## src/plie_pkg.sv

```systemverilog
// Shared types and codes for the point list insert/erase unit.
package plie_pkg;

  localparam logic [2:0] OP_APPEND = 3'd0;
  localparam logic [2:0] OP_REMOVE = 3'd1;
  localparam logic [2:0] OP_INSERT = 3'd2;
  localparam logic [2:0] OP_ERASE  = 3'd3;
  localparam logic [2:0] OP_READ   = 3'd4;
  localparam logic [2:0] OP_CLEAR  = 3'd5;

  localparam logic [1:0] ST_OK     = 2'd0;
  localparam logic [1:0] ST_FULL   = 2'd1;
  localparam logic [1:0] ST_EMPTY  = 2'd2;
  localparam logic [1:0] ST_BADPOS = 2'd3;

  localparam int POS_W   = 5;
  localparam int COUNT_W = 6;

  typedef struct packed {
    logic signed [31:0] x;
    logic signed [31:0] y;
  } plie_pt_t;

  // ins: shift up from idx and write new point at idx
  // del: shift down from idx
  // rd:  request reads the entry at idx
  typedef struct packed {
    logic ins;
    logic del;
    logic rd;
  } plie_cmd_t;

endpackage

```

## src/plie_cell.sv

```systemverilog
// One list entry cell: holds a point and moves it to or from its neighbors.
module plie_cell import plie_pkg::*; #(
  parameter int IDX_W = 5,
  parameter int IDX   = 0
) (
  input  logic             clk,
  input  plie_cmd_t        cmd,
  input  logic [IDX_W-1:0] idx,
  input  plie_pt_t         new_pt,
  input  plie_pt_t         left_pt,
  input  plie_pt_t         right_pt,
  output plie_pt_t         pt_q,
  output plie_pt_t         rd_pt
);

  localparam logic [IDX_W-1:0] MY_IDX = IDX_W'(IDX);

  plie_pt_t pt_r;
  plie_pt_t pt_nxt;

  always_comb begin
    pt_nxt = pt_r;
    if (cmd.ins) begin
      if (MY_IDX > idx) begin
        pt_nxt = left_pt;
      end else if (MY_IDX == idx) begin
        pt_nxt = new_pt;
      end
    end else if (cmd.del) begin
      if (MY_IDX >= idx) begin
        pt_nxt = right_pt;
      end
    end
  end

  always_ff @(posedge clk) begin
    pt_r <= pt_nxt;
  end

  assign pt_q  = pt_r;
  assign rd_pt = (MY_IDX == idx) ? pt_r : '0;

endmodule

```

## config.mk

```make
export PLATFORM = sky130hd
export DESIGN_NAME = plie_cell
export DESIGN_NICKNAME = d
export VERILOG_FILES = /design/src/plie_pkg.sv /design/src/plie_cell.sv
export SDC_FILE = /design/constraint.sdc
export NUM_CORES = 1
export LEC_CHECK = 0
export ABC_AREA = 0
export BUFFER_PORTS_ARGS = -buffer_cell sky130_fd_sc_hd__clkbuf_2
export CAP_MARGIN = 30
export CELL_PAD_IN_SITES_DETAIL_PLACEMENT = 2
export CELL_PAD_IN_SITES_GLOBAL_PLACEMENT = 2
export CORE_MARGIN = 1.5
export CORE_UTILIZATION = 21
export CTS_CLUSTER_SIZE = 30
export DETAILED_ROUTE_END_ITERATION = 6
export GPL_TIMING_DRIVEN = 1
export HOLD_SLACK_MARGIN = 0.12
export MAX_ROUTING_LAYER = met4
export PLACE_DENSITY = 0.89
export SYNTH_ARGS = -nofsm -noshare
export SYNTH_HDL_FRONTEND = slang
export SYNTH_SLANG_ARGS = --single-unit
```

## constraint.sdc

```tcl
create_clock -name clk -period 6.4 [get_ports clk]
set_clock_uncertainty 0.15 [all_clocks]
set_input_delay 1.28 -clock clk [delete_from_list [all_inputs] [get_ports clk]]
set_output_delay 1.28 -clock clk [all_outputs]
set_load 0.02 [all_outputs]
```

# [Word level (Yosys, flattened, before mapping)]
# Cells that the tools add are included.
[word_totals] latch_bits=0 memories=0 inputBits=201 romBits=0 ram_bits=0 output_inout_bits=128 reg_bits=64 wordCells=15
[op_classes] n_reduce_logical=4 mul=0 n_shift=0 bitwise=0 muxes=6 div_mod_pow=0 eq_ne=1 magnitude_cmp=2 addsub=0
[op_table] operator="$mux 64" n=6
[op_table] operator="$ge 1x5->1 const A" n=1
[op_table] operator="$gt 1x5->1 const A" n=1
[op_table] operator="$logic_not 5->1" n=1
[op_table] operator="$reduce_bool 2->1" n=2
[op_table] operator="$ne 3x1->1 const B" n=1
[op_table] operator="$reduce_and 3->1" n=1

# [Logic depth before layout (Yosys ltp)]
# Gate-level depths: netlist (run 1).
[depth] ltp_word=4 mapped_depth=4

# [Worst setup path before layout (run 1)]
# No wires, ideal clock.
[synth_timing] kind="input to register" from="input idx[1]" to="register pt_r, in the netlist pt_q[0], enable pin" arrival_ns=4.610 cell_stages=4 setup_slack_ns=1.166 path_cell_list="or4_4 -> buf_6 -> buf_6 -> nor3_2"
[synth_via] elab_chain_cells=3 word_cells_on_any_way=6
[synth_rtl] item="from (decl)" line_no="plie_cell.sv:8" text="input logic [IDX_W-1:0] idx,"
[synth_rtl] item="$gt 1x5->1, or another cell as far along" line_no="plie_cell.sv:24" text="if (MY_IDX > idx) begin"
[synth_rtl] item="$ne 3x1->1 (no source line) or $reduce_bool 2->1 (tied branches)"
[synth_rtl] item="$reduce_and 3->1 (no source line) *"
[synth_rtl] item="to (signal assigned)" line_no="plie_cell.sv:37" text="pt_r <= pt_nxt;"
[synth_rtl] item="to (decl)" line_no="plie_cell.sv:18" text="plie_pt_t pt_r;"
# Mark *: on every way between the ends. The rest lies on a longest branch, timed or not.
# A chain may end at the register's enable or synchronous reset.

==> flow_summary.toml, run 1 <==
[outcome]
outcome = "complete, no violations"

[route]
routed_wl_mm = 12.4
via_count = 2915
wl_per_cell_um = 17.8
ant_nets = 0
drc_errors = 0
drtIter0Drc = 59
first_pass_iters = 4
vias_per_cell = 4.18

[timing]
final.setup.tns_ns = 0
timing.final.crit_share_pct = 68.9
grt_setup_unrepaired = "no"
hold_viol = 0
worstMarginPinSlew_ns = 0.637
fmax_mhz = 227
min_period_ns = 4.41
slew_headroom_pct = 57.5
drv_slew = 0
finalSetupViolCount = 0

[global_routing]
grt_first_pass_wirelength_mm = 19.1
grt_max_degree = 66
overflow = 0
antenna_found_initial = 0
grt.total_usage_pct = 14.8
grt_pass1_vias = 3371

[cells_and_area]
layout_commonest_cell = "clkbuf_2"
syn2layout_area_growth_pct = 50.1
final_core_util_pct = 32.1
final_cell_mix = "clkbuf_2 (261), mux2_2 (64), edfxtp_1 (64)"
fin_area_um2 = 5300
largest_reg_flops = 64
drive_gt1_share_pct = 82.8
final_net_count = 675
diodes = 0

[cts]
hold_buffers = 0
cts_tree = "built"
clk_pin_slew_ns = 0.06
cts_buffer_depth = 2
htreeDepth = 3
cts_made_buffers = 9
post_cts_buffers = 0
cts_resized = 0
cts_sinks = 64
cts_root_buffer = "clkbuf_16"

[critical_path]
critPathRequiredTime_ns = 4.97
worst-path-max-fanout = 38
arrival_ns = 2.98
end_kind = "primary output"
path_class = "input port to primary output"
start_kind = "input port"

[logic_synthesis]
synthXorXnorAreaFrac_pct = 0
muxShareOfSynthArea_pct = 20.4
synth_area_um2 = 3530
ys_ff_latch = 64
yosys.area_share.simple_pct = 21.3
synthAdderAreaFrac_pct = 0
synth_area_per_cell_um2 = 16.3
yosys_warnings = 0
ys_seq_area_share_pct = 54.5
synthesis.nets = 417
synth_compound_area_share_pct = 0
synth_top_family_by_area = "simple AND/OR/NAND/NOR gates"
syn_inst = 216
yosysUniqueCellTypes = 11

[power_and_ir_drop]
power_density_nw_per_um2 = 197
power.total_mw = 1.04
vdd_drop_max_v = 0.000101
p_leak_nw = 2.23

[floorplanning]
dieHeight_um = 133
coreArea_um2 = 16500
start_util_pct = 21.4
fp.dieArea_um2 = 17600
rows = 47
io_pins = 329
die_w_um = 133

[min_path]
hold_end = "pt_q[31]"
holdPathStages = 2
min_from = "new_pt[31]"
hold_class = "input port to register"

[placement]
place_congestion = 0.740
postPlaceCellArea_um2 = 5020
io_buffers = 263
dp_hpwl_mm = 9.77

[job]
maxCapViolCount = 0
-- where the power goes --
part	leakage, nW	switching, mW	total [mW]	internal (mW)
Sequential	0.577	0.00342	0.476	0.473
Combinational	1.53	0.0650	0.135	0.0699
Clock	0.118	0.178	0.434	0.255
-- routing by layer --
layer  track usage, %  share of wire [%]
met4             6.47                2.2
met2             26.3                 53
met3             3.10                5.8
met5                -                  0
met1             15.9                 39
-- synth_stat cells, drive strengths merged --
| cell | count | area share, % |
|---|---|---|
| buf | 17 | 3.4 |
| clkbuf | 4 | 0.43 |
| nor2 | 1 | 0.11 |
| or4 | 1 | 0.32 |
| edfxtp | 64 | 54 |
| nor3 | 1 | 0.28 |
| mux2 | 64 | 20 |
| nor3b | 64 | 21 |
-- worst max-delay path by stage --
| stage | startpoint | slack [ns] | endpoint | depth (start not counted) |
|---|---|---|---|---|
| after floorplan | idx[1] | 1.17 | pt_q[0] | 4 |
| after global placement | idx[1] | 2.07 | rd_pt[37] | 4 |
| after detailed placement | idx[1] | 1.98 | rd_pt[0] | 4 |
| after CTS | idx[1] | 1.98 | rd_pt[0] | 4 |
| after global routing | idx[1] | 1.90 | rd_pt[0] | 5 |
| final | idx[1] | 1.99 | rd_pt[0] | 5 |
-- stage by stage --
step / setup WS, ns / cells / hold WS (ns)
after floorplan: 1.17 / 216 / 1.35
after global placement: 2.07 / 682 / 1.43
after detailed placement: 1.98 / 682 / 1.44
after CTS: 1.98 / 696 / 1.08
after global routing: 1.90 / 697 / 1.09
final: 1.99 / 697 / 1.10
-- final cells by class --
type	instances	area (um^2)
sequential	64	1920
fill	1788	11200
timing repair buffer	268	1370
clock buffer	10	229
multi-input combinational	131	1480
tap	220	275
clock inverter	4	23.8
-- critical path, cell delays in order --
cell and delay, ns:
clkbuf_2 0.08, or4_4 0.77, buf_12 0.28, nor3b_1 0.30, clkbuf_2 0.22
-- cells by family after synthesis --
group / after synthesis
flops: 64
simple gates: 67
mux: 64
buf+inv: 21
Power figures use the tool's default switching activity.
==> run 2: changes to the inputs <==
- CORE_UTILIZATION: 21 -> 19
- PLACE_DENSITY: 0.89 -> 0.85
- clock period: 6.4 -> 4.02 ns (I/O delays scaled with it)
==> flow_summary.toml, run 2 (synthesis results as in run 1) <==
[placement]
io_buffers = 263
dp_worst_setup_slack_ns = 0.573
dp_hpwl_mm = 9.49
placed_cells = 692
place_congestion = 0.835

[global_routing]
grt_max_degree = 66
antenna_found_initial = 0
grt_first_pass_wirelength_mm = 19.1
grt.total_usage_pct = 13.3
overflow = 0
grt_pass1_vias = 3261

[job]
maxCapViolCount = 0

[cts]
cts_made_buffers = 9
cts_root_buffer = "clkbuf_16"
cts_resized = 0
cts_tree = "built"
hold_buffers = 0
cts_sinks = 64
htreeDepth = 3
cts_buffer_depth = 2
post_cts_buffers = 0
clk_pin_slew_ns = 0.06

[critical_path]
endpoint = "rd_pt[0]"
path_class = "input port to primary output"
critPathRequiredTime_ns = 3.07
crit_path_start = "idx[1]"
worst-path-max-fanout = 40
end_kind = "primary output"
start_kind = "input port"
arrival_ns = 2.46

[route]
routed_wl_mm = 12.5
ant_nets = 0
via_count = 2939
drc_errors = 19
wl_per_cell_um = 17.6
drtIter0Drc = 81
first_pass_iters = 6
vias_per_cell = 4.15

[timing]
worstMarginPinSlew_ns = 0.533
grt_setup_unrepaired = "no"
drv_slew = 0
slew_headroom_pct = 64.5
hold_viol = 0
fmax_mhz = 293
final.setup.tns_ns = 0
layout_setup_ws_ns = 0.608
min_period_ns = 3.41
timing.final.crit_share_pct = 84.9
finalSetupViolCount = 0

[cells_and_area]
final_cell_mix = "clkbuf_2 (261), mux2_2 (64), edfxtp_1 (64)"
final_net_count = 676
diodes = 0
layout_commonest_cell = "clkbuf_2"
drive_gt1_share_pct = 82.5
finalNonFillerCells = 709
multi_input_area_um2 = 1480
fillCellCount = 1970
syn2layout_area_growth_pct = 53.3
largest_reg_flops = 64
seq_area_um2 = 1920

[min_path]
holdPathStages = 2
hold_class = "input port to register"

[outcome]
violations = "DRC"
outcome = "complete, but fails checks"

[power_and_ir_drop]
p_leak_nw = 2.28
vdd_drop_max_v = 0.000166
power_density_nw_per_um2 = 333

[floorplanning]
io_pins = 329
rows = 49
die_w_um = 139
coreArea_um2 = 18100
fp.dieArea_um2 = 19400
dieHeight_um = 139
start_util_pct = 19.5
-- run 2: cell count changes in the layout (fill, tap and decap cells not counted) --
cell,delta
bufinv_16,+2
buf_4,-1
buf_16,+2
clkinvlp_4,-2
clkbuf_1,+2
-- run 2: area by class of cell --
cell class	count	share of cell area, %
Timing Repair Buffer	269	26.2
Sequential cell	64	35.5
Multi-Input combinational cell	131	27.3
Clock inverter	4	1.27
Clock buffer	12	4.37
Tap cell	229	5.30
-- run 2: routing by layer --
layer / routed length [um] / global-route usage [%] / up-vias
li1: - / - / 1349
met1: 4650 / 13.9 / 1425
met2: 6800 / 23.9 / 150
met3: 824 / 3.54 / 15
met4: 216 / 4.82 / 0
met5: 0 / - / -
-- run 2: report_power, final --
group          internal, mW  total [mW]  switching, mW
sequential            0.753       0.757        0.00492
clock                 0.540       0.822          0.281
combinational         0.115       0.221          0.106
-- run 2: critical path: stages --
cell and delay [ns]:
clkbuf_2 0.08, or4_4 0.76, buf_16 0.29, nor3b_1 0.26, clkbuf_2 0.21
-- run 2: how the worst min path moves through the flow --
stage | from | endpoint | slack (ns)
floorplan | right_pt[14] | pt_q[14] | 0.87
detailed placement | new_pt[16] | pt_q[16] | 0.96
global placement | right_pt[13] | pt_q[13] | 0.96
finish | new_pt[16] | pt_q[16] | 0.62
global route | right_pt[3] | pt_q[3] | 0.61
CTS | new_pt[16] | pt_q[16] | 0.60
-- run 2: per-stage QoR --
step / total power, mW / instance area, um^2 / hold WS, ns / utilization [%]
after global placement: 0.980 / 5050 / 0.956 / 27.9
after CTS: 1.84 / 5380 / 0.601 / 29.7
after global routing: 1.88 / 5410 / 0.614 / 29.9
after detailed placement: 0.993 / 5070 / 0.960 / 28.1
final: 1.80 / 5410 / 0.623 / 29.9
after floorplan: 0.889 / 3530 / 0.874 / -
==> run 3: changes to the inputs <==
- clock period: 4.02 -> 3.1 ns (I/O delays scaled with it)
==> flow_summary.toml, run 3 (synthesis results as in run 1) <==
[outcome]
outcome = "complete, but fails checks"
violations = "DRC"

[critical_path]
worst-path-max-fanout = 65
arrival_ns = 2.06
cp_top_family = "simple AND/OR/NAND/NOR gates"
worstPathCellList = "clkbuf_2 > or4_4 > buf_12 > nor3b_2 > clkbuf_2"
cp_common_cell = "clkbuf_2"
path_class = "input port to primary output"
slowest_delay_ns = 0.54
cp_num_buf_inv = 3
cp_slowest_cell = "or4_4"
critPathRequiredTime_ns = 2.33
start_kind = "input port"
end_kind = "primary output"

[route]
vias_per_cell = 4.09
ant_nets = 0
drc_errors = 22
routed_wl_mm = 12.3
wl_per_cell_um = 17.4
drtIter0Drc = 107
first_pass_iters = 6
via_count = 2906

[placement]
dp_worst_setup_slack_ns = 0.314
postPlaceCellArea_um2 = 5100
place_congestion = 0.817
dp_hpwl_mm = 9.75
io_buffers = 263

[cells_and_area]
final_cell_mix = "clkbuf_2 (261), mux2_2 (64), edfxtp_1 (64)"
final_core_util_pct = 29.9
diodes = 0
syn2layout_area_growth_pct = 53.4
fin_area_um2 = 5410
drive_gt1_share_pct = 83.0
largest_reg_flops = 64
multi_input_area_um2 = 1480
seq_area_um2 = 1920
layout_commonest_cell = "clkbuf_2"
fillCellCount = 1960
final_net_count = 678

[timing]
worstMarginPinSlew_ns = 0.523
layout_setup_ws_ns = 0.265
fmax_mhz = 353
slew_headroom_pct = 65.1
drv_slew = 0
min_period_ns = 2.83
grt_setup_unrepaired = "no"
timing.final.crit_share_pct = 91.4
whs_ns = 0.440
finalSetupViolCount = 0
hold_viol = 0

[cts]
cts_buffer_depth = 2
cts_made_buffers = 9
cts_sinks = 64
cts_tree = "built"
cts_resized = 0
clk_pin_slew_ns = 0.06
cts_root_buffer = "clkbuf_16"
hold_buffers = 0
htreeDepth = 3
post_cts_buffers = 0

[global_routing]
grt.total_usage_pct = 13.3
grt_first_pass_wirelength_mm = 19.0
overflow = 0
grt_max_degree = 66
antenna_found_initial = 0
grt_pass1_vias = 3271

[power_and_ir_drop]
power.total_mw = 2.34
p_leak_nw = 2.29
power_density_nw_per_um2 = 432
vdd_drop_max_v = 0.000218

[job]
maxCapViolCount = 0

[floorplanning]
coreArea_um2 = 18100
start_util_pct = 19.5
io_pins = 329
fp.dieArea_um2 = 19400
rows = 49
dieHeight_um = 139
die_w_um = 139

[min_path]
hold_class = "input port to register"
## run 3: where the power goes
part / total, mW / switching (mW) / internal, mW
clock network: 1.07 / 0.377 / 0.697
registers: 0.982 / 0.00678 / 0.976
logic: 0.285 / 0.136 / 0.149
## run 3: worst paths after layout
path                    end  slack [ns]       start  depth (start not counted)
setup / recovery  rd_pt[21]        0.27      idx[1]                          5
hold / removal     pt_q[24]        0.44  new_pt[24]                          2
## run 3: per-stage QoR
step,std cells,setup TNS [ns]
after floorplan,216,-28.35
after global placement,695,0
after detailed placement,695,0
after CTS,711,0
after global routing,711,0
final,711,0
## run 3: routing by layer
metal,share of wire (%),GRT usage (%)
met2,53,23.1
met4,1.6,4.93
met3,6.9,3.27
met5,0,-
met1,39,14.6
## run 3: layout make-up
class / count / area share (%)
timing repair buffer: 271 / 26.2
clock buffer: 9 / 4.16
multi-input combinational: 131 / 27.3
tap: 229 / 5.29
sequential: 64 / 35.5
clock inverter: 7 / 1.59
