**src/plie_pkg.sv**
```systemverilog
// Shared types and codes for the point list insert/erase unit.
package plie_pkg;

  localparam logic [2:0] OP_APPEND = 3'd0;
  localparam logic [2:0] OP_REMOVE = 3'd1;
  localparam logic [2:0] OP_INSERT = 3'd2;
  localparam logic [2:0] OP_ERASE  = 3'd3;
  localparam logic [2:0] OP_READ   = 3'd4;
  localparam logic [2:0] OP_CLEAR  = 3'd5;

  localparam logic [1:0] ST_OK     = 2'd0;
  localparam logic [1:0] ST_FULL   = 2'd1;
  localparam logic [1:0] ST_EMPTY  = 2'd2;
  localparam logic [1:0] ST_BADPOS = 2'd3;

  localparam int POS_W   = 5;
  localparam int COUNT_W = 6;

  typedef struct packed {
    logic signed [31:0] x;
    logic signed [31:0] y;
  } plie_pt_t;

  // ins: shift up from idx and write new point at idx
  // del: shift down from idx
  // rd:  request reads the entry at idx
  typedef struct packed {
    logic ins;
    logic del;
    logic rd;
  } plie_cmd_t;

endpackage

```
**src/plie_ctrl.sv**
```systemverilog
// Request decode, range checks and the element count register.
module plie_ctrl import plie_pkg::*; #(
  parameter int DEPTH = 32,
  parameter int IDX_W = 5,
  parameter int CNT_W = 6
) (
  input  logic             clk,
  input  logic             rst_n,
  input  logic             go,
  input  logic [2:0]       op,
  input  logic [POS_W-1:0] pos,
  output plie_cmd_t        cmd,
  output logic [IDX_W-1:0] idx,
  output logic [1:0]       status,
  output logic [CNT_W-1:0] count_nxt
);

  localparam int CMP_W = (CNT_W > POS_W) ? CNT_W : POS_W;

  logic [CNT_W-1:0] count_r;
  logic [CMP_W-1:0] pos_w;
  logic [CMP_W-1:0] cnt_w;
  logic             is_full;
  logic             is_empty;
  logic             ins;
  logic             del;
  logic             rd;

  assign pos_w    = CMP_W'(pos);
  assign cnt_w    = CMP_W'(count_r);
  assign is_full  = (cnt_w == CMP_W'(DEPTH));
  assign is_empty = (count_r == '0);

  always_comb begin
    status    = ST_OK;
    count_nxt = count_r;
    ins       = 1'b0;
    del       = 1'b0;
    rd        = 1'b0;
    idx       = IDX_W'(pos_w);
    unique case (op)
      OP_APPEND: begin
        idx = IDX_W'(cnt_w);
        if (is_full) begin
          status = ST_FULL;
        end else begin
          ins       = 1'b1;
          count_nxt = count_r + 1'b1;
        end
      end
      OP_REMOVE: begin
        if (is_empty) begin
          status = ST_EMPTY;
        end else begin
          count_nxt = count_r - 1'b1;
        end
      end
      OP_INSERT: begin
        // position equal to the count appends
        if (pos_w > cnt_w) begin
          status = ST_BADPOS;
        end else if (is_full) begin
          status = ST_FULL;
        end else begin
          ins       = 1'b1;
          count_nxt = count_r + 1'b1;
        end
      end
      OP_ERASE: begin
        if (is_empty) begin
          status = ST_EMPTY;
        end else if (pos_w >= cnt_w) begin
          status = ST_BADPOS;
        end else begin
          del       = 1'b1;
          count_nxt = count_r - 1'b1;
        end
      end
      OP_READ: begin
        if (is_empty) begin
          status = ST_EMPTY;
        end else if (pos_w >= cnt_w) begin
          status = ST_BADPOS;
        end else begin
          rd = 1'b1;
        end
      end
      OP_CLEAR: begin
        count_nxt = '0;
      end
      default: begin
      end
    endcase
  end

  assign cmd = '{ins: ins & go, del: del & go, rd: rd};

  always_ff @(posedge clk) begin
    if (!rst_n) begin
      count_r <= '0;
    end else if (go) begin
      count_r <= count_nxt;
    end
  end

endmodule

```
**config.mk**
```make
export PLATFORM = sky130hd
export DESIGN_NAME = plie_ctrl
export DESIGN_NICKNAME = d
export VERILOG_FILES = /design/src/plie_pkg.sv /design/src/plie_ctrl.sv
export SDC_FILE = /design/constraint.sdc
export NUM_CORES = 1
export LEC_CHECK = 0
export ABC_CLOCK_PERIOD_IN_PS = 4600
export BUFFER_PORTS_ARGS = -buffer_cell sky130_fd_sc_hd__buf_2
export CAP_MARGIN = 20
export CORE_MARGIN = 5
export CORE_UTILIZATION = 57
export DETAILED_ROUTE_END_ITERATION = 16
export HOLD_SLACK_MARGIN = 0.02
export PLACE_DENSITY = 0.95
export REMOVE_ABC_BUFFERS = 1
export SYNTH_ARGS = -nofsm -noshare
export SYNTH_HDL_FRONTEND = slang
export SYNTH_SLANG_ARGS = --single-unit
```
**constraint.sdc**
```tcl
create_clock -name clk -period 4.6 [get_ports clk]
set_input_delay 0.23 -clock clk [delete_from_list [all_inputs] [get_ports clk]]
set_output_delay 0.23 -clock clk [all_outputs]
set_load 0.05 [all_outputs]
```
# == Yosys cells after proc, flatten, opt, wreduce, memory -nomap -nowiden ==
# Index checks and enable logic that the tools add are counted.
# classes
n_reduce_logical,3
addsub,2
eq_ne,6
magnitude_cmp,2
mux,20
n_bitwise,2
# op_table
operator,count
6-bit 2-to-1 mux,5
6-bit one-hot mux with 5 select lines,1
2-bit 2-to-1 mux,4
2-bit one-hot mux with 4 select lines,1
1-bit 2-to-1 mux,7
"6-bit by 1-bit adder with 6-bit output, second input constant",1
"3-bit by 2-bit == test with 1-bit output, second input constant",2
"3-bit == test, second input constant",2
"6-bit == test, second input constant",1
5-bit by 6-bit >= comparator with 1-bit output,1
5-bit by 6-bit > comparator with 1-bit output,1
6-bit logical NOT,1
"6-bit by 1-bit subtractor with 6-bit output, second input constant",1
5-bit 2-to-1 mux,1
"3-bit by 1-bit == test with 1-bit output, second input constant",1
3-bit logical NOT,1
1-bit AND,2
1-bit one-hot mux with 2 select lines,1
2-bit OR reduction,1
# word_totals
elab_cells,36
register_bits,6
out_inout_bits,16

# == Depth between registers and ports, before layout ==
# Gate-level depths: netlist of the first run.
# logic_depth
ltp_word,5
mapped_depth,8
depth_no_buf,7

# == Worst setup path after synthesis of the first run ==
# No wires, ideal clock.
# synth_timing
path_kind,reg-to-output
from,"register count_r[3], in the netlist cnt_w[3]"
to,output port status[0]
stages_incl_launch_ff,9
path_buffers,1
arrival_time_ns,2.817
path_slack_ns,1.553
path_cell_list,dfxtp_1 > clkbuf_2 > inv_1 > ha_1 > and4b_4 > o21a_1 > o311ai_2 > and3_1 > o32ai_1
# synth_between
elab_chain_cells,4
elab_cells_between_ends,9
# synth_lines
item,line_no,text
"start, declared",plie_ctrl.sv:20,logic [CNT_W-1:0] count_r;
"start signal, assigned",plie_ctrl.sv:102,count_r <= count_nxt;
5-bit by 6-bit >= comparator with 1-bit output or 6-bit == test (tied branches),"plie_ctrl.sv:72, plie_ctrl.sv:82, plie_ctrl.sv:31",
2-bit 2-to-1 mux or 1-bit 2-to-1 mux (tied branches),--,
2-bit 2-to-1 mux (on tied branches),"plie_ctrl.sv:80, plie_ctrl.sv:60",
2-bit one-hot mux with 4 select lines (*),plie_ctrl.sv:41,unique case (op)
"end, declared",plie_ctrl.sv:14,"output logic [1:0] status,"
# Mark *: on every way between the ends. The rest lies on a longest branch, timed or not.

# == Worst setup path in the final report of the first run ==
# layout_timing
from,"register count_r[1], in the netlist cnt_w[1]"
to,output port count_nxt[1]
# layout_between
elab_chain_cells,4
elab_cells_between_ends,12
# layout_lines
item,line_no,text
6-bit by 1-bit subtractor with 6-bit output (tied with other cells),"plie_ctrl.sv:55, plie_ctrl.sv:76",
6-bit 2-to-1 mux (on tied branches),"plie_ctrl.sv:72, plie_ctrl.sv:44, plie_ctrl.sv:62",
6-bit 2-to-1 mux (on tied branches),"plie_ctrl.sv:70, plie_ctrl.sv:60",
6-bit one-hot mux with 5 select lines (*),plie_ctrl.sv:41,
"end, declared",plie_ctrl.sv:15,output logic [CNT_W-1:0] count_nxt
# Marked as above.

==> impl_metrics.toml, run 1 <==
[timing]
setup_viol = 0
finalClockSkew_ns = 0.008714
fmax_ghz = 0.3402
drv_slew = 0
timing.slew.headroom_pct = 64.23
period_needed_ns = 2.940
tightest_slew_ns = 0.5318
rsz0062_at_grt = "no"
layout_setup_ws_ns = 1.660
hold_viol = 0
min_period_over_period_pct = 63.91
fin_tns_setup_ns = 0

[hold_path]
hold_path_class = "in -> reg"
min_delay_path_depth = 2
min_to = "cnt_w[4]"
holdCritStartpoint = "go"

[worst_setup_path]
critPathRequiredTime_ns = 4.37
crit_buf_inv = 2
r2r_slack_ns = 2.25
crit_family = "compound AO/OA/AOI/OAI gates"
slowest_stage = "dfxtp_1"
r2r-end = "cnt_w[1]"
cp_max_fo = 7
path_class = "reg -> out"
crit_cells = 8
end_kind = "output pin"
r2r_cells = 7
critical_path.cell_chain = "inv_1 -> ha_1 -> nor2b_1 -> o31ai_2 -> a21oi_2 -> o32ai_1 -> a21o_1 -> buf_2"
cp-start-kind = "flip-flop"
max_stage_delay_ns = 0.46
r2r_start = "cnt_w[1]"
arrival_ns = 2.71

[floorplanning]
coreArea_um2 = 1745
die_w_um = 53.02
initial_utilization_pct = 60.43
die_h_um = 53.02
dieArea_um2 = 2811
rows = 15
pin_count = 27

[synthesis]
synth_cell_type_count = 54
yosysTopAreaCellShare_pct = 11.39
ys_ff_latch = 6
syn_inst = 138
async_reset_ff_share_pct = 0
ys.warnings.count = 0
seq_area_frac_synth_pct = 11.39
synth_edf_count = 0
syn_area_um2 = 1055
synth.most_common_cell = "nand2_1"
synth_common_cells = "10 x nand2_1, 9 x nor2_1, 9 x o21ai_0"
yosysTopAreaCell = "dfxtp_1"
avgSynthCellArea_um2 = 7.643
synthTopCellsByArea = "dfxtp_1 11%, ha_1 8.3%, o21ai_0 4.3%, mux2_2 4.3%, a32o_1 3.8%"
synth_flop_cell = "dfxtp_1"

[cells_and_area]
largest_reg_flops = 6
fillers = 172
area.growth.synth_to_final_pct = 13.88
nNetsFinal = 181
stdcell_count = 186
drive_gt1_share_pct = 27.95
diodes = 0
fin_area_um2 = 1201

[detailed_routing]
ant_nets = 0
wire_per_inst_um = 17.90
drt-total-wl_um = 3329
via_count = 1203
firstDrtPassIters = 4
drc_errors = 0
drtIter0Drc = 40
viasPerCell = 6.468

[clock_tree]
htree_levels = 1
clk_pin_slew_worst_paths_ns = 0.05
postCtsSetupBuffers = 0
cts_buffers = 3
clkLatencyLatePin_ns = 0.24
clkSinkCount = 6
cts_tree = "built"
root_buffer = "clkbuf_4"
ctsResizeCount = 0
ctsHoldBuffers = 0
clockBufferDepth = 2

[pwr]
vdd_drop_max_v = 0.0002730
pwr_density_cell_nw_per_um2 = 206.9
total_power_mw = 0.2485
p_leak_nw = 0.5129

[grt]
grt_max_degree = 13
first_global_vias = 1165
grt_pass1_wl_um = 5237
grt-ovfl-total = 0
grt_usage_pct = 25.41
antenna_found_initial = 0

[job]
maxCapViolCount = 0

[placed_design]
dp_slack_ns = 1.955
portBuffers = 26
gp_congestion = 0.9582
hpwlAfterDp_um = 2640
dp_cells = 183
placed_area_um2 = 1179

[run_status]
status = "finished, final reports clean"
==> per-layer routing <==
metal	wire, µm	track usage, %	part of all wire [%]	up-vias
li1	-	-	-	566
met1	1388	29.73	42	570
met2	1654	47.52	50	53
met3	184	2.254	5.5	14
met4	102	8.511	3.1	0
met5	0	0	0	-
==> logic make-up after synthesis <==
| logic type | Yosys count | synth area share, % |
|---|---|---|
| compound gates | 48 | 37.25 |
| xor+xnor | 5 | 4.153 |
| fa+ha+maj | 7 | 8.303 |
| buf+inv | 14 | 6.405 |
| flops | 6 | 11.39 |
| mux | 4 | 4.270 |
| simple gates | 54 | 28.23 |
==> cell type report <==
cell class,count,area [µm²],area share (%)
tap,25,31.28,2.604
timing repair buffer,26,130.1,10.83
clock buffer,3,22.52,1.875
sequential,6,120.1,10.00
multi-input combinational,118,867.1,72.19
inverter,8,30.03,2.500
==> metrics by stage <==
stage	utilization, %	hold slack (ns)
finish	68.82	0.3014
global route	68.82	0.3156
CTS	68.82	0.2860
detailed placement	67.53	0.5350
global placement	67.53	0.5352
floorplan	-	0.3511
==> how the worst max path moves through the flow <==
stage / start / endpoint / slack [ns]
finish: cnt_w[1] / count_nxt[1] / 1.66
global route: cnt_w[3] / count_nxt[3] / 1.54
CTS: cnt_w[3] / count_nxt[3] / 1.70
detailed placement: cnt_w[3] / count_nxt[3] / 1.96
global placement: cnt_w[3] / count_nxt[3] / 2.01
floorplan: cnt_w[3] / status[0] / 1.57
==> cells in the final DEF, fill, tap and decap left out, types with 3 or more instances in the layout <==
cell type / count
o21a_1: 3
a21o_1: 5
nand3_1: 8
and2_1: 5
nor2_1: 9
nor3_1: 5
dfxtp_1: 6
xnor2_1: 3
mux2_2: 4
o22ai_1: 3
ha_1: 7
inv_1: 8
nand2_1: 10
clkbuf_4: 3
buf_2: 26
a32o_1: 4
o21ai_0: 9
nand2b_1: 3
==> report_power, final <==
group | switching (mW) | leakage (nW) | total [mW] | internal (mW)
clock network | 0.0181 | 0.0138 | 0.0475 | 0.0295
registers | 0.00478 | 0.0487 | 0.0589 | 0.0541
logic | 0.0959 | 0.450 | 0.142 | 0.0461
total | 0.119 | 0.513 | 0.248 | 0.130
Note: power is estimated with default switching activity, not from simulation.
==> run 2: changes to the inputs <==
Settings changed: ABC_CLOCK_PERIOD_IN_PS 4600 to 2420, CORE_ASPECT_RATIO set to 0.6, CORE_UTILIZATION 57 to 48, PLACE_DENSITY 0.95 to 0.87.
Clock period 4.6 ns to 2.42 ns, I/O delays scaled along.
==> run 2 against run 1 <==
Effect of this change:
- design area increased by 23%
- hold slack got worse by 0.10 ns
- sequential share of layout area decreased by 1.7 points
- critical path type unchanged
- clock skew decreased by 0.0061 ns
- power increased by 140%
- flip-flop and latch count unchanged
- clock-buffer cell count unchanged
==> impl_metrics.toml, run 2 (synthesis results as in run 1) <==
[grt]
antenna_found_initial = 0
grt_usage_pct = 22.30
first_global_vias = 1155
grt_pass1_wl_um = 5630
grt-ovfl-total = 0
grt_max_degree = 12

[worst_setup_path]
path_class = "reg -> out"
r2r_cells = 7
crit_start = "cnt_w[3]"
cp-start-kind = "flip-flop"
end_kind = "output pin"
cp_max_fo = 6
critPathRequiredTime_ns = 2.30
r2r_start = "cnt_w[0]"
r2r_slack_ns = 0.35
r2r-end = "cnt_w[2]"
crit_end = "count_nxt[2]"
arrival_ns = 2.30

[clock_tree]
cts_buffers = 3
ctsHoldBuffers = 0
cts_tree = "built"
clkLatencyLatePin_ns = 0.22
clockBufferDepth = 2
root_buffer = "clkbuf_8"
htree_levels = 1
clkSinkCount = 6
clk_pin_slew_worst_paths_ns = 0.04

[timing]
rsz0062_at_grt = "yes"
finalClockSkew_ns = 0.002633
drv_slew = 0
fin_tns_setup_ns = 0
period_needed_ns = 2.419
timing.slew.headroom_pct = 68.19
hold_viol = 0
fmax_ghz = 0.4133
min_period_over_period_pct = 99.98
tightest_slew_ns = 0.4721
setup_viol = 0

[floorplanning]
die_h_um = 46.31
die_w_um = 70.52
dieArea_um2 = 3266
pin_count = 27
initial_utilization_pct = 49.50
coreArea_um2 = 2131
rows = 13

[placed_design]
portBuffers = 26
hpwlAfterDp_um = 2779
placed_area_um2 = 1260
gp_congestion = 0.9402

[cells_and_area]
fin_area_um2 = 1479
largest_reg_flops = 6
drive_gt1_share_pct = 41.71
final_cell_mix = "20 x buf_2, 19 x buf_4, 10 x nand2_1"
fillers = 157
area.growth.synth_to_final_pct = 40.21
final_common_cell = "buf_2"
diodes = 0
final_util_pct = 69.41
nNetsFinal = 195

[pwr]
vdd_drop_max_v = 0.0003007
p_leak_nw = 0.6186
p_int_mw = 0.3404
pwr-share-seq_pct = 17.8
total_power_mw = 0.6038
clock_power_share_pct = 25.5
power.switching_mw = 0.2634
sw_frac_of_total_pct = 43.63
pwr_density_cell_nw_per_um2 = 408.3
comb_power_share_pct = 56.7

[run_status]
status = "finished, final reports clean"

[hold_path]
hold_path_class = "in -> reg"
holdCritStartpoint = "go"

[job]
maxCapViolCount = 0

[detailed_routing]
ant_nets = 0
drc_errors = 0
viasPerCell = 6.390
drt-total-wl_um = 3982
via_count = 1310
wire_per_inst_um = 19.42
drtIter0Drc = 136
firstDrtPassIters = 4
[run 2: cell count changes in the layout (fill, tap and decap cells not counted), sizes merged]
cell	before	now
buf	26	40
[run 2: per-layer routing]
layer  routed length, µm  global-route usage (%)
met1                1626                   29.26
met2                1822                   37.17
met3                 395                   4.357
met4                 138                   7.634
met5                   0                       0
[run 2: per-stage QoR]
stage	hold WS, ns	worst slack, ns	cells
after CTS	0.1970	-0.006590	201
after floorplan	0.2421	-0.5020	132
after detailed placement	0.4299	0.1075	198
after global placement	0.4378	0.1857	198
after global routing	0.2069	-0.07861	205
final	0.2002	0.0005564	205
[run 2: worst max-delay path: stages, from the launching register on]
cell	delay (ns)
dfxtp_1	0.34
inv_2	0.08
ha_4	0.29
and4b_4	0.29
o31ai_4	0.09
buf_4	0.15
a21oi_4	0.26
buf_4	0.17
o22ai_2	0.07
a21o_1	0.16
buf_4	0.18
[run 2: repair_timing]
action                     in CTS  in global routing
resized for setup              11                 16
pin swaps                       1                  5
setup endpoints to repair       7                 10
buffers inserted                0                  4
[run 2: area by class of cell]
cell class | count | area (µm²) | area share (%)
multi-input cells | 118 | 991.0 | 67.00
repair buffers | 40 | 254.0 | 17.17
flip-flops and latches | 6 | 122.6 | 8.291
clock buffers | 3 | 41.29 | 2.792
well taps | 30 | 37.54 | 2.538
inverters | 8 | 32.53 | 2.200
[run 2: worst min-delay path by stage]
stage / end / cells after the start
after floorplan: cnt_w[4] / 1
after global placement: cnt_w[4] / 2
after detailed placement: cnt_w[4] / 2
after CTS: cnt_w[4] / 2
after global routing: cnt_w[4] / 2
final: cnt_w[4] / 2
[run 2: power groups by stage]
stage | Combinational, mW | Clock [mW] | Sequential [mW]
floorplan | 0.200 | 0 | 0.111
global placement | 0.276 | 0 | 0.108
detailed placement | 0.283 | 0 | 0.108
CTS | 0.301 | 0.155 | 0.106
global route | 0.363 | 0.163 | 0.107
finish | 0.343 | 0.154 | 0.107
